## src/lap_pkg.sv

```systemverilog
// ----------------------------------------------------------------------------
// lap_pkg: shared types and constants of the 3x3 laplacian edge filter
// mask coefficients, register indexes and arithmetic widths
// ----------------------------------------------------------------------------
package lap_pkg;

   // arithmetic widths
   localparam int PIX_W   = 8;
   localparam int COEF_W  = 5;
   localparam int TERM_W  = 12;
   localparam int SUM_W   = 13;
   localparam int CSR_W   = 11;

   typedef logic signed [COEF_W-1:0] lap_coef_type;
   typedef logic signed [TERM_W-1:0] lap_term_type;
   typedef logic signed [SUM_W-1:0]  lap_sum_type;

   // register indexes of the write port
   localparam logic CSR_MASK_SELECT = 1'b0;
   localparam logic CSR_IMAGE_WIDTH = 1'b1;

   // register reset values
   localparam logic [1:0]       MASK_SELECT_RST = 2'd0;
   localparam logic [CSR_W-1:0] IMAGE_WIDTH_RST = 11'd640;

   // row counter value at which a full window exists
   localparam logic [1:0] ROW_FULL = 2'd2;

   // masks, window index = row * 3 + column, row 0 oldest line
   localparam lap_coef_type MASK_TABLE [4][9] = '{
      '{ 5'sd0,  -5'sd1,  5'sd0, -5'sd1,  5'sd4, -5'sd1,  5'sd0, -5'sd1,  5'sd0 },
      '{ 5'sd0,   5'sd1,  5'sd0,  5'sd1, -5'sd4,  5'sd1,  5'sd0,  5'sd1,  5'sd0 },
      '{ -5'sd1, -5'sd1, -5'sd1, -5'sd1,  5'sd8, -5'sd1, -5'sd1, -5'sd1, -5'sd1 },
      '{ 5'sd1,  -5'sd2,  5'sd1, -5'sd2,  5'sd4, -5'sd2,  5'sd1, -5'sd2,  5'sd1 }
   };

   function automatic lap_coef_type lap_coef(input logic [1:0] sel, input logic [3:0] idx);
      return MASK_TABLE[sel][idx];
   endfunction

endpackage

```

## src/lap_cell.sv

```systemverilog
// ----------------------------------------------------------------------------
// lap_cell: one window cell
// holds one pixel, takes its neighbor's pixel on shift and weights it
// ----------------------------------------------------------------------------
module lap_cell (
   input  logic                       clock,
   input  logic                       shift_en,
   input  logic [lap_pkg::PIX_W-1:0]  pixel_in,
   input  lap_pkg::lap_coef_type      coef,
   output logic [lap_pkg::PIX_W-1:0]  pixel_out,
   output lap_pkg::lap_term_type      term
);

   logic [lap_pkg::PIX_W-1:0] pixel_ff;
   logic signed [13:0]        prod;

   always_ff @(posedge clock) begin
      if (shift_en) begin
         pixel_ff <= pixel_in;
      end
   end

   // pixel times small signed coefficient, fits in the term width
   assign prod      = $signed({6'b0, pixel_ff}) * $signed({{9{coef[4]}}, coef});
   assign term      = prod[lap_pkg::TERM_W-1:0];
   assign pixel_out = pixel_ff;

endmodule

```

## config.mk

```make
export PLATFORM = sky130hd
export DESIGN_NAME = lap_cell
export DESIGN_NICKNAME = d
export VERILOG_FILES = /design/src/lap_pkg.sv /design/src/lap_cell.sv
export SDC_FILE = /design/constraint.sdc
export NUM_CORES = 1
export LEC_CHECK = 0
export ABC_CLOCK_PERIOD_IN_PS = 5400
export BUFFER_PORTS_ARGS = -buffer_cell sky130_fd_sc_hd__buf_2
export CORE_MARGIN = 5
export CORE_UTILIZATION = 54
export CTS_CLUSTER_DIAMETER = 80
export DETAILED_ROUTE_END_ITERATION = 8
export GPL_ROUTABILITY_DRIVEN = 0
export GPL_TIMING_DRIVEN = 0
export PLACE_DENSITY = 0.82
export SYNTH_ARGS = -nofsm -noshare
export SYNTH_HDL_FRONTEND = slang
export SYNTH_SLANG_ARGS = --single-unit
```

## constraint.sdc

```tcl
create_clock -name clock -period 5.4 [get_ports clock]
set_input_delay 0.81 -clock clock [delete_from_list [all_inputs] [get_ports clock]]
set_output_delay 0.81 -clock clock [all_outputs]
set_load 0.01 [all_outputs]
```

==> results.tsv <==
stage	metric	value	unit
drt	Antenna Nets Post-Route	0	
place	Cell Area, Placed	1670	µm²
critical_path	CP Data Arrival Time	4.14	ns
yosys	Synth Area in Simple Gates	17.4	%
yosys	sequential share of the synthesized area	16.4	%
yosys	count leader, synth	inv_1	
hold_path	kind of path behind the tightest hold check	primary input to register	
grt	GRT Overall Usage	16.4	%
place	post-DP HPWL	2430	µm
yosys	post-synthesis mux area share	0	%
sta	RSZ-0062 raised after global routing	no	
sta	count of final hold-check violations	0	
critical_path	nature of the critical path endpoint	output port	
floorplan	Rows	18	
yosys	Post-synth ARST share	0	%
yosys	dominant synthesized flop cell	edfxtp_1	
sta	slew margin rel.	85.8	%
cts	htree depth	1	
floorplan	die area	3850	µm²
sta	Final WS setup	0.447	ns
grt	vias in the first global route	1176	
drt	DRC Markers	0	
power	power density over the cells	300	nW/µm²
grt	Most Crowded Layer GR	met2	
yosys	main combinational cell family by area after synthesis	adder cells	
finish	Layout area overhead	15.8	%
yosys	most instantiated cells after synthesis	30 x inv_1, 23 x ha_1, 22 x and2_1, 19 x fa_1, 13 x nand2_1	
drt	WL final	2690	µm
finish	Seq. cell area	240	µm²
sta	Final setup viols	0	
yosys	post-synth top area share	26.0	%
yosys	total nets after synthesis	209	
grt	initial antenna violation count	0	
finish	number of diodes	0	
grt	first-pass GRT wire length	4670	µm
sta	Fin Hold WS	0.730	ns
yosys	Post-synth EDFFs	8	
critical_path	critical setup path kind	primary input to output port	
drt	via count	1089	
floorplan	core area	2520	µm²
drt	Vias per Instance	4.97	
finish	share of cells above drive strength 1	21.2	%
yosys	Post-Synth XOR/XNOR Area	5.39	%
sta	Final period util	91.7	%
cts	CTS tree	done	
cts	CTS max path bufs	2	
sta	fmax	202	MHz
finish	FILL cells	216	
cts	Num CTS Buffers	3	
cts	Root Buffer	clkbuf_4	
yosys	Yosys top cell by area	fa_1	
flow_run	maxcap violations	0	
floorplan	Initial Util	57.9	%
place	worst slack, placed	0.422	ns
yosys	Adder-Cell Fraction of Synth Area	45.7	%
critical_path	critical path launch point type	primary input	
finish	final net count	248	
yosys	Post-Syn Area per Cell	9.61	µm²
grt	routing usage on met1	18.5	%
floorplan	Die Ht	62.0	µm
critical_path	Crit path required time	4.59	ns
floorplan	chip width	62.0	µm
yosys	Compound-Gate Fraction of Synth Area	7.11	%
cts	# hold bufs at CTS	0	
cts	Sink Count	8	
yosys	Yosys cell types	21	
cts	Post-CTS Setup Inserts	0	
grt	largest net degree at the start of global routing	9	
grt	GR Layer Usage met3	1.45	%
drt	wire length per cell	12.3	µm
yosys	#FFs+latches synth	8	
drt	first-pass iteration count of the detailed router	4	
finish	Final Cell Area	1690	µm²
cts	CTS resizes	0	
place	Port Buf Inserts	34	
sta	Min Clock Period, post-route	4.95	ns
yosys	warnings from Yosys	0	
sta	max-slew violation count	0	
power	total power	508	µW
critical_path	Worst Path Max Fanout	5	
power	Leakage	0.000907	µW
yosys	Syn Inst Count	152	
drt	DR iter-0 viols	34	
finish	Multi-input gate area	1100	µm²
sta	setup_tns	0	ns
yosys	post-synthesis cell area	1460	µm²
power	Max VDD drop	0.246	mV
grt	GRT overflow	0	
sta	Slew @ Worst Pin	0.211	ns
cts	Reg clk slew, reported paths	0.05	ns
outcome	outcome	finished clean	
grt	met2 Use GR	31.1	%
finish	max reg flops	8	
floorplan	# IOs	35	
yosys	synth top area cells	fa_1 26%, ha_1 20%, edfxtp_1 16%	
## worst paths after layout
path | endpoint | cells after the start | slack (ns) | start
hold / removal | pixel_out[2]$_DFFE_PP_ | 1 | 0.73 | pixel_in[2]
setup / recovery | term[9] | 15 | 0.45 | coef[4]
## metal layers
metal	part of all wire (%)	vias up
li1	-	551
met5	0	-
met1	42	508
met4	1.9	0
met2	53	24
met3	3.3	6
## final cells by class
cell class	instances	area share (%)
sequential	8	14.2
clock buffer	3	1.33
tap	30	2.22
multi-input combinational	113	65.3
inverter	31	6.88
timing repair buffer	34	10.1
## layout by cell type (no fill, tap or decap)
| cell | count |
|---|---|
| buf_2 | 34 |
| inv_1 | 30 |
| ha_1 | 23 |
| and2_1 | 22 |
| fa_1 | 19 |
| nand2_1 | 13 |
| xnor2_1 | 8 |
| edfxtp_1 | 8 |
| nor2_1 | 6 |
| nand2b_1 | 4 |
| a21oi_1 | 4 |
| a21o_1 | 3 |
| clkbuf_4 | 3 |
| o21ai_0 | 2 |
| o21a_1 | 2 |
| inv_2 | 1 |
| nor2b_4 | 1 |
| o31a_1 | 1 |
| o21ai_1 | 1 |
| xor2_1 | 1 |
| a31oi_1 | 1 |
| nor2b_1 | 1 |
| a41oi_2 | 1 |
## power breakdown
part / internal [µW] / switching, µW
Combinational: 178 / 205
Clock: 25.3 / 18.7
Sequential: 74.4 / 6.66
Total: 277 / 230
## critical path: stages
cell     delay, ns
buf_2         0.14
inv_2         0.11
nor2_1        0.07
fa_1          0.50
fa_1          0.54
inv_1         0.05
fa_1          0.52
inv_1         0.04
ha_1          0.35
nor2b_4       0.15
o31a_1        0.29
o21a_1        0.18
nor2_1        0.11
xnor2_1       0.12
buf_2         0.15
## stage by stage
step                utilization (%)  std cells
floorplan                         -        152
global placement               66.2        216
detailed placement             66.2        216
CTS                            67.1        219
global route                   67.1        219
finish                         67.1        219
## logic make-up (layout without fill, tap and decap cells)
logic type               Yosys count  after routing
AND/OR/NAND/NOR                   47             47
AO/OA/AOI/OAI                     15             15
buffers and inverters             31             68
XOR/XNOR                           9              9
adder cells (fa/ha/maj)           42             42
flip-flops                         8              8
Note: power is estimated with default switching activity, not from simulation.
